`src/pmc_pkg.sv`:
```
// ----------------------------------------------------------------------------
// pmc_pkg
// Shared types, constants and helpers for the partition mismatch counter.
// ----------------------------------------------------------------------------
package pmc_pkg;

    // Geometry of one comparison
    localparam int MAX_PARTS  = 4;
    localparam int MAP_BITS   = 64;
    localparam int MAP_BYTES  = MAP_BITS / 8;
    localparam int NUM_PERMS  = 24;
    localparam int GROUPS     = 4;
    localparam int GROUP_SIZE = NUM_PERMS / GROUPS;

    typedef logic [MAP_BITS-1:0] map_t;
    typedef logic [3:0]          nib_t;    // ones in one byte, 0..8
    typedef logic [6:0]          cost_t;   // ones in one word, 0..64
    typedef logic [8:0]          sum_t;    // sum over four pairs, 0..256
    typedef logic [2:0]          parts_t;  // partition count field
    typedef logic [1:0]          col_t;    // partition label

    // Candidate that must never win the minimum
    localparam sum_t SUM_NONE = '1;

    // Per-stage control carried alongside the payload
    typedef struct packed {
        logic   valid;
        parts_t parts;
    } ctl_t;

    // All label assignments of four partitions, row r goes to column PERM[k][r].
    // Entries that fix the upper rows cover the smaller partition counts.
    localparam col_t PERM [NUM_PERMS][MAX_PARTS] = '{
        '{2'd0, 2'd1, 2'd2, 2'd3}, '{2'd0, 2'd1, 2'd3, 2'd2},
        '{2'd0, 2'd2, 2'd1, 2'd3}, '{2'd0, 2'd2, 2'd3, 2'd1},
        '{2'd0, 2'd3, 2'd1, 2'd2}, '{2'd0, 2'd3, 2'd2, 2'd1},
        '{2'd1, 2'd0, 2'd2, 2'd3}, '{2'd1, 2'd0, 2'd3, 2'd2},
        '{2'd1, 2'd2, 2'd0, 2'd3}, '{2'd1, 2'd2, 2'd3, 2'd0},
        '{2'd1, 2'd3, 2'd0, 2'd2}, '{2'd1, 2'd3, 2'd2, 2'd0},
        '{2'd2, 2'd0, 2'd1, 2'd3}, '{2'd2, 2'd0, 2'd3, 2'd1},
        '{2'd2, 2'd1, 2'd0, 2'd3}, '{2'd2, 2'd1, 2'd3, 2'd0},
        '{2'd2, 2'd3, 2'd0, 2'd1}, '{2'd2, 2'd3, 2'd1, 2'd0},
        '{2'd3, 2'd0, 2'd1, 2'd2}, '{2'd3, 2'd0, 2'd2, 2'd1},
        '{2'd3, 2'd1, 2'd0, 2'd2}, '{2'd3, 2'd1, 2'd2, 2'd0},
        '{2'd3, 2'd2, 2'd0, 2'd1}, '{2'd3, 2'd2, 2'd1, 2'd0}
    };

    // Counts other than two or three run as four
    function automatic parts_t decode_parts(input parts_t raw);
        parts_t n;
        n = raw;
        if (raw != 3'd2 && raw != 3'd3)
        begin
            n = 3'd4;
        end
        return n;
    endfunction

endpackage

```
`src/partition_mismatch_count_core.sv`:
```
// ----------------------------------------------------------------------------
// partition_mismatch_count_core
// Minimum label-assignment mismatch between a block's partition bitmaps and
// one partitioning table entry, five-stage pipeline.
//
//   channel  | handshake           | payload
//   ---------+---------------------+-------------------------------------------
//   input    | in_valid / in_ready | part_count, block_map_0..3, table_map_0..3
//   output   | out_valid/out_ready | mismatch
//
// One transaction per cycle while the output is not stalled.
// Stages: byte popcounts, word popcounts, assignment sums, group minima,
// final minimum into the output register.
// The whole pipeline advances when the output register is empty or taken;
// a stall freezes every stage. Reset clears the stage control registers only.
// ----------------------------------------------------------------------------
module partition_mismatch_count_core
(
    input  logic        clk,
    input  logic        rst_n,
    input  logic        in_valid,
    output logic        in_ready,
    input  logic [2:0]  part_count,
    input  logic [63:0] block_map_0,
    input  logic [63:0] block_map_1,
    input  logic [63:0] block_map_2,
    input  logic [63:0] block_map_3,
    input  logic [63:0] table_map_0,
    input  logic [63:0] table_map_1,
    input  logic [63:0] table_map_2,
    input  logic [63:0] table_map_3,
    output logic        out_valid,
    input  logic        out_ready,
    output logic [7:0]  mismatch
);
    import pmc_pkg::*;

    logic   advance;
    map_t   block_map [MAX_PARTS];
    map_t   table_map [MAX_PARTS];
    cost_t  cost      [MAX_PARTS][MAX_PARTS];
    sum_t   sum       [NUM_PERMS];
    logic [NUM_PERMS-1:0] ok;

    ctl_t   s1_ctl_reg;
    ctl_t   s1_ctl_next;
    ctl_t   s2_ctl_reg;
    logic   s3_valid_reg;
    logic   s4_valid_reg;
    logic   out_valid_reg;

    // Pipeline moves when the output slot frees up
    assign advance  = !out_valid_reg || out_ready;
    assign in_ready = advance;

    assign block_map = '{block_map_0, block_map_1, block_map_2, block_map_3};
    assign table_map = '{table_map_0, table_map_1, table_map_2, table_map_3};

    // Control entering stage 1
    always_comb
    begin
        s1_ctl_next.valid = in_valid;
        s1_ctl_next.parts = decode_parts(part_count);
    end

    // Valid chain
    always_ff @(posedge clk or negedge rst_n)
    begin
        if (!rst_n)
        begin
            s1_ctl_reg    <= '0;
            s2_ctl_reg    <= '0;
            s3_valid_reg  <= 1'b0;
            s4_valid_reg  <= 1'b0;
            out_valid_reg <= 1'b0;
        end
        else if (advance)
        begin
            s1_ctl_reg    <= s1_ctl_next;
            s2_ctl_reg    <= s1_ctl_reg;
            s3_valid_reg  <= s2_ctl_reg.valid;
            s4_valid_reg  <= s3_valid_reg;
            out_valid_reg <= s4_valid_reg;
        end
    end

    // Stages 1-2
    pmc_popcnt u_popcnt
    (
        .clk       (clk),
        .en        (advance),
        .block_map (block_map),
        .table_map (table_map),
        .cost      (cost)
    );

    // Stage 3
    pmc_assign u_assign
    (
        .clk  (clk),
        .en   (advance),
        .ctl  (s2_ctl_reg),
        .cost (cost),
        .sum  (sum),
        .ok   (ok)
    );

    // Stages 4-5
    pmc_min u_min
    (
        .clk      (clk),
        .en       (advance),
        .sum      (sum),
        .ok       (ok),
        .mismatch (mismatch)
    );

    assign out_valid = out_valid_reg;

    // Checks
    a_in_enters_stage1 : assert property (@(posedge clk) disable iff (!rst_n)
        in_valid && in_ready |=> s1_ctl_reg.valid)
        else $error("accepted transaction did not enter stage 1");

    a_some_assignment : assert property (@(posedge clk) disable iff (!rst_n)
        s3_valid_reg |-> ok != '0)
        else $error("no applicable label assignment");

    a_result_range : assert property (@(posedge clk) disable iff (!rst_n)
        out_valid |-> mismatch <= 8'd128)
        else $error("mismatch out of range");

    a_stall_blocks_input : assert property (@(posedge clk) disable iff (!rst_n)
        out_valid && !out_ready |-> !in_ready)
        else $error("input taken while output stalled");

endmodule

```
`src/pmc_popcnt.sv`:
```
// ----------------------------------------------------------------------------
// pmc_popcnt
// XOR of every block bitmap with every table bitmap and its population
// count, in two register stages: byte counts, then word counts.
// ----------------------------------------------------------------------------
module pmc_popcnt
(
    input  logic         clk,
    input  logic         en,
    input  pmc_pkg::map_t block_map [pmc_pkg::MAX_PARTS],
    input  pmc_pkg::map_t table_map [pmc_pkg::MAX_PARTS],
    output pmc_pkg::cost_t cost [pmc_pkg::MAX_PARTS][pmc_pkg::MAX_PARTS]
);
    import pmc_pkg::*;

    nib_t  byte_cnt_reg  [MAX_PARTS][MAX_PARTS][MAP_BYTES];
    nib_t  byte_cnt_next [MAX_PARTS][MAX_PARTS][MAP_BYTES];
    cost_t cost_reg      [MAX_PARTS][MAX_PARTS];
    cost_t cost_next     [MAX_PARTS][MAX_PARTS];

    function automatic nib_t byte_ones(input logic [7:0] b);
        nib_t c;
        c = '0;
        for (int i = 0; i < 8; i++)
        begin
            c = c + nib_t'(b[i]);
        end
        return c;
    endfunction

    // Stage 1: ones per byte of each XOR word
    always_comb
    begin
        for (int i = 0; i < MAX_PARTS; i++)
        begin
            for (int j = 0; j < MAX_PARTS; j++)
            begin
                for (int b = 0; b < MAP_BYTES; b++)
                begin
                    byte_cnt_next[i][j][b] =
                        byte_ones(block_map[i][b*8 +: 8] ^ table_map[j][b*8 +: 8]);
                end
            end
        end
    end

    // Stage 2: ones per word
    always_comb
    begin
        for (int i = 0; i < MAX_PARTS; i++)
        begin
            for (int j = 0; j < MAX_PARTS; j++)
            begin
                cost_next[i][j] = '0;
                for (int b = 0; b < MAP_BYTES; b++)
                begin
                    cost_next[i][j] = cost_next[i][j] + cost_t'(byte_cnt_reg[i][j][b]);
                end
            end
        end
    end

    always_ff @(posedge clk)
    begin
        if (en)
        begin
            byte_cnt_reg <= byte_cnt_next;
            cost_reg     <= cost_next;
        end
    end

    assign cost = cost_reg;

endmodule

```
`src/pmc_assign.sv`:
```
// ----------------------------------------------------------------------------
// pmc_assign
// Summed cost of every label assignment, one register stage. Rows at or
// above the partition count add nothing; assignments that move those rows
// are flagged as not applicable.
// ----------------------------------------------------------------------------
module pmc_assign
(
    input  logic           clk,
    input  logic           en,
    input  pmc_pkg::ctl_t  ctl,
    input  pmc_pkg::cost_t cost [pmc_pkg::MAX_PARTS][pmc_pkg::MAX_PARTS],
    output pmc_pkg::sum_t  sum  [pmc_pkg::NUM_PERMS],
    output logic [pmc_pkg::NUM_PERMS-1:0] ok
);
    import pmc_pkg::*;

    sum_t                 sum_reg  [NUM_PERMS];
    sum_t                 sum_next [NUM_PERMS];
    logic [NUM_PERMS-1:0] ok_reg;
    logic [NUM_PERMS-1:0] ok_next;

    // Stage 3: one four-operand add per assignment
    always_comb
    begin
        for (int k = 0; k < NUM_PERMS; k++)
        begin
            sum_next[k] = '0;
            ok_next[k]  = 1'b1;
            for (int r = 0; r < MAX_PARTS; r++)
            begin
                if (r < int'(ctl.parts))
                begin
                    sum_next[k] = sum_next[k] + sum_t'(cost[r][PERM[k][r]]);
                end
                else if (int'(PERM[k][r]) != r)
                begin
                    ok_next[k] = 1'b0;
                end
            end
        end
    end

    always_ff @(posedge clk)
    begin
        if (en)
        begin
            sum_reg <= sum_next;
            ok_reg  <= ok_next;
        end
    end

    assign sum = sum_reg;
    assign ok  = ok_reg;

endmodule

```
`src/pmc_min.sv`:
```
// ----------------------------------------------------------------------------
// pmc_min
// Minimum over the applicable assignment sums, in two register stages
// (group minima, then the final minimum), halved on the way out.
// ----------------------------------------------------------------------------
module pmc_min
(
    input  logic          clk,
    input  logic          en,
    input  pmc_pkg::sum_t sum [pmc_pkg::NUM_PERMS],
    input  logic [pmc_pkg::NUM_PERMS-1:0] ok,
    output logic [7:0]    mismatch
);
    import pmc_pkg::*;

    sum_t       grp_min_reg  [GROUPS];
    sum_t       grp_min_next [GROUPS];
    logic [7:0] mismatch_reg;
    logic [7:0] mismatch_next;

    // Stage 4: minimum within each group
    always_comb
    begin
        for (int g = 0; g < GROUPS; g++)
        begin
            grp_min_next[g] = SUM_NONE;
            for (int e = 0; e < GROUP_SIZE; e++)
            begin
                if (ok[g*GROUP_SIZE + e] && sum[g*GROUP_SIZE + e] < grp_min_next[g])
                begin
                    grp_min_next[g] = sum[g*GROUP_SIZE + e];
                end
            end
        end
    end

    // Stage 5: minimum of the groups, halved with floor
    always_comb
    begin
        sum_t best;
        best = grp_min_reg[0];
        for (int g = 1; g < GROUPS; g++)
        begin
            if (grp_min_reg[g] < best)
            begin
                best = grp_min_reg[g];
            end
        end
        mismatch_next = best[8:1];
    end

    always_ff @(posedge clk)
    begin
        if (en)
        begin
            grp_min_reg  <= grp_min_next;
            mismatch_reg <= mismatch_next;
        end
    end

    assign mismatch = mismatch_reg;

endmodule

```
`config.mk`:
```
export PLATFORM = sky130hd
export DESIGN_NAME = partition_mismatch_count_core
export DESIGN_NICKNAME = d
export VERILOG_FILES = /design/src/pmc_pkg.sv /design/src/partition_mismatch_count_core.sv /design/src/pmc_popcnt.sv /design/src/pmc_assign.sv /design/src/pmc_min.sv
export SDC_FILE = /design/constraint.sdc
export NUM_CORES = 2
export LEC_CHECK = 0
export BUFFER_PORTS_ARGS = -buffer_cell sky130_fd_sc_hd__buf_2
export CAP_MARGIN = 20
export CORE_UTILIZATION = 45
export DETAILED_ROUTE_END_ITERATION = 7
export PLACE_DENSITY = 0.59
export SLEW_MARGIN = 40
export SYNTH_ARGS = -nofsm -noshare
export SYNTH_HDL_FRONTEND = slang
export SYNTH_HIERARCHICAL = 1
export SYNTH_SLANG_ARGS = --single-unit
```
`constraint.sdc`:
```
create_clock -name clk -period 26 [get_ports clk]
set_input_delay 0 -clock clk [delete_from_list [all_inputs] [get_ports clk]]
set_output_delay 0 -clock clk [all_outputs]
set_load 0.01 [all_outputs]
```
==> results.py <==
metrics = {
    "global_routing": {
        "antenna_found_initial": 61,
        "grt_max_degree": 160,
        "grtUsageTotal_pct": 32.6,
        "grt-ovfl-total": 0,
        "grt_pass1_vias": 75044,
        "grt_pass1_wl_mm": 521,
    },
    "logic_synthesis": {
        "yosysSeqAreaShare_pct": 27.1,
        "yosysMostFrequentCell": "inv_1",
        "synth_adder_area_share_pct": 32.1,
        "synth_compound_area_share_pct": 11.1,
        "synth_area_um2": 100000,
        "avgSynthCellArea_um2": 10.5,
        "yosys.area_share.simple_pct": 7.42,
        "synth_ff_type": "edfxtp_1",
        "synth_top_cell_area_share_pct": 26.8,
        "synthTopCellsByArea": "edfxtp_1 (27%), fa_1 (19%), ha_1 (13%)",
        "synth_common_cells": "inv_1 (1563), ha_1 (1072), fa_1 (928), edfxtp_1 (895), xor2_1 (765)",
        "ys_warn_count": 6,
        "synth_top_family_by_area": "adder cells",
        "synth-seq-cells": 906,
        "syn_nets": 12078,
        "synth_xor_area_share_pct": 12.8,
        "synth-edff-count": 895,
        "yosys.area.top_type": "edfxtp_1",
        "syn_inst": 9559,
        "synthArstFlopShare_pct": 1.21,
        "ys_types": 127,
        "synth.area.mux_share_pct": 2.73,
    },
    "routing": {
        "first_pass_iters": 5,
        "wl_met2_mm": 165,
        "wl_per_cell_um": 27.7,
        "wl_met3_mm": 24.3,
        "routed.top_layer": "met5",
        "wl_mm": 369,
        "drtIter0Drc": 5958,
        "ant_nets": 0,
        "drc": 0,
        "wl_met1_mm": 149,
        "routed-via-count": 73651,
        "viasPerCell": 5.53,
    },
    "worst_setup_path": {
        "r2r-start": "u_assign/sum[207]",
        "rrSetupSlack_ns": 14.98,
        "critical-path-max-stage-delay_ns": 0.50,
        "cp_slowest_cell": "o2111ai_2",
        "cp_top_family": "compound AO/OA/AOI/OAI gates",
        "rr_worst_depth": 49,
        "cp.arrival_ns": 11.51,
        "path_max_fanout": 14,
        "critical_path_class": "reg -> reg",
        "crit_path_start_kind": "flop",
        "critical_path_buf_inv_count": 3,
        "cp.depth": 49,
        "reg2reg_to": "u_min/grp_min_reg[34]",
        "cp-end-kind": "flop",
        "required_ns": 26.50,
    },
    "hold_path": {
        "hp-start": "block_map_1[7]",
        "min_to": "u_popcnt/byte_cnt_reg[348]",
        "whs_path_depth": 4,
        "worstHoldPathType": "in -> reg",
    },
    "sta": {
        "fmax_ghz": 0.0908,
        "finalHoldViolCount": 0,
        "fin_crit_sh_pct": 42.4,
        "fin_skew_ns": 0.0614,
        "worstMarginPinSlew_ns": 0.967,
        "finalCriticalPeriod_ns": 11.02,
        "finalSetupViolCount": 0,
        "report.final.slew_viol_count": 0,
        "setup_tns_ns": 0,
        "slew_headroom_pct": 34.7,
        "rsz0062_at_grt": "no",
    },
    "finish": {
        "largest_reg_flops": 512,
        "syn_to_final_growth_pct": 11.8,
        "drive_gt1_share_pct": 10.1,
        "nNetsFinal": 12768,
        "nFillCells": 19952,
    },
    "die": {
        "io_pins": 529,
        "die_y_um": 474,
        "die_w_um": 474,
        "die_area_um2": 225000,
        "fp-row-count": 172,
        "core_area_um2": 221000,
        "initial_utilization_pct": 45.5,
    },
    "clock_tree": {
        "tritoncts": "done",
        "clk_pin_slew_ns": 0.07,
        "clk_latency_ns": 0.81,
        "htree_levels": 3,
        "clock_sinks": 906,
        "cts_root_buf": "clkbuf_16",
        "cts_setup_buffers": 0,
        "cts_buffers": 110,
        "cts_buffer_depth": 3,
    },
    "run_status": {
        "outcome": "finished, final reports clean",
    },
    "placed_design": {
        "dp_hpwl_mm": 311,
        "place.port_buffers": 528,
        "routabilityCongestion": 1.01,
    },
    "flow_run": {
        "max-cap-violations": 0,
    },
}
## cell type report
type	count	area, um2	area share (%)
timing repair buffer	781	5250	4.68
multi-input combinational	6886	66500	59.2
clock inverter	67	801	0.714
tap	2958	3700	3.30
sequential	906	27200	24.2
inverter	1564	5880	5.24
clock buffer	132	2880	2.57
antenna	19	47.5	0.0424
## metal layers
metal	track usage, %	up-vias
met5	0	-
met4	22.8	64
met3	5.08	763
met2	51.6	2841
met1	40.8	36277
li1	-	33706
## cell usage in the layout, fill, tap and decap left out, types with 42 or more instances in the layout
| cell | synthesis | layout |
|---|---|---|
| nor3_1 | 115 | 115 |
| o21a_1 | 122 | 122 |
| nand2_1 | 291 | 291 |
| o21ai_0 | 348 | 348 |
| xor2_1 | 765 | 763 |
| edfxtp_1 | 895 | 895 |
| o31ai_1 | 44 | 42 |
| mux2i_1 | 132 | 132 |
| a21oi_1 | 494 | 492 |
| buf_4 | 17 | 43 |
| xnor2_1 | 697 | 697 |
| nor2_1 | 355 | 354 |
| and2_1 | 51 | 51 |
| ha_1 | 1072 | 1072 |
| fa_1 | 928 | 928 |
| a211oi_1 | 61 | 61 |
| mux2_2 | 110 | 110 |
| nand2b_1 | 81 | 81 |
| buf_2 | 50 | 529 |
| clkbuf_16 | 0 | 112 |
| or3_1 | 47 | 47 |
| o211ai_1 | 47 | 47 |
| nand3_1 | 89 | 89 |
| nor2b_1 | 250 | 248 |
| dlygate4sd3_1 | 0 | 165 |
| inv_1 | 1563 | 1558 |
| a21o_1 | 144 | 144 |
## worst reg2reg max path: cells and delay by family, from the launching register on
kind	cells	cell delay [ns]
compound gates	21	5.22
fa+ha+maj	5	1.52
buf+inv	3	0.21
flops	1	0.38
mux	4	1.35
simple gates	16	2.05
## stage by stage
step	utilization [%]	instance area (um2)	hold WS, ns	std cells	setup WS, ns
after floorplan	-	100000	-0.296	9559	16.53
after global placement	48.1	106000	-0.125	12894	14.48
after detailed placement	48.4	107000	-0.117	12927	14.73
after CTS	50.8	112000	0.000600	13291	14.72
after global routing	50.8	112000	0.0690	13302	13.62
final	50.9	112000	0.0365	13313	14.98
## worst max-delay path by stage
stage / startpoint / end
detailed placement: u_assign/ok[12] / u_min/grp_min_reg[14]
finish: u_assign/sum[207] / u_min/grp_min_reg[34]
global placement: u_assign/ok[12] / u_min/grp_min_reg[15]
CTS: u_assign/ok[12] / u_min/grp_min_reg[14]
global route: u_assign/sum[207] / u_min/grp_min_reg[34]
floorplan: u_assign/sum[207] / u_min/grp_min_reg[28]
## cell families after synthesis
logic type               Yosys count
buffers and inverters           1767
other                              1
flip-flops                       906
multiplexers                     255
adder cells (fa/ha/maj)         2019
AO/OA/AOI/OAI                   1691
XOR/XNOR                        1463
AND/OR/NAND/NOR                 1457
## timing repair
item                                   4_1_cts  5_1_grt
resized for setup                            0        0
endpoints found under the hold margin      227        0
hold buffers                               165        0
Power is not shown: default switching activity piles up to over one toggle a cycle in this logic, so the estimate is an artifact.
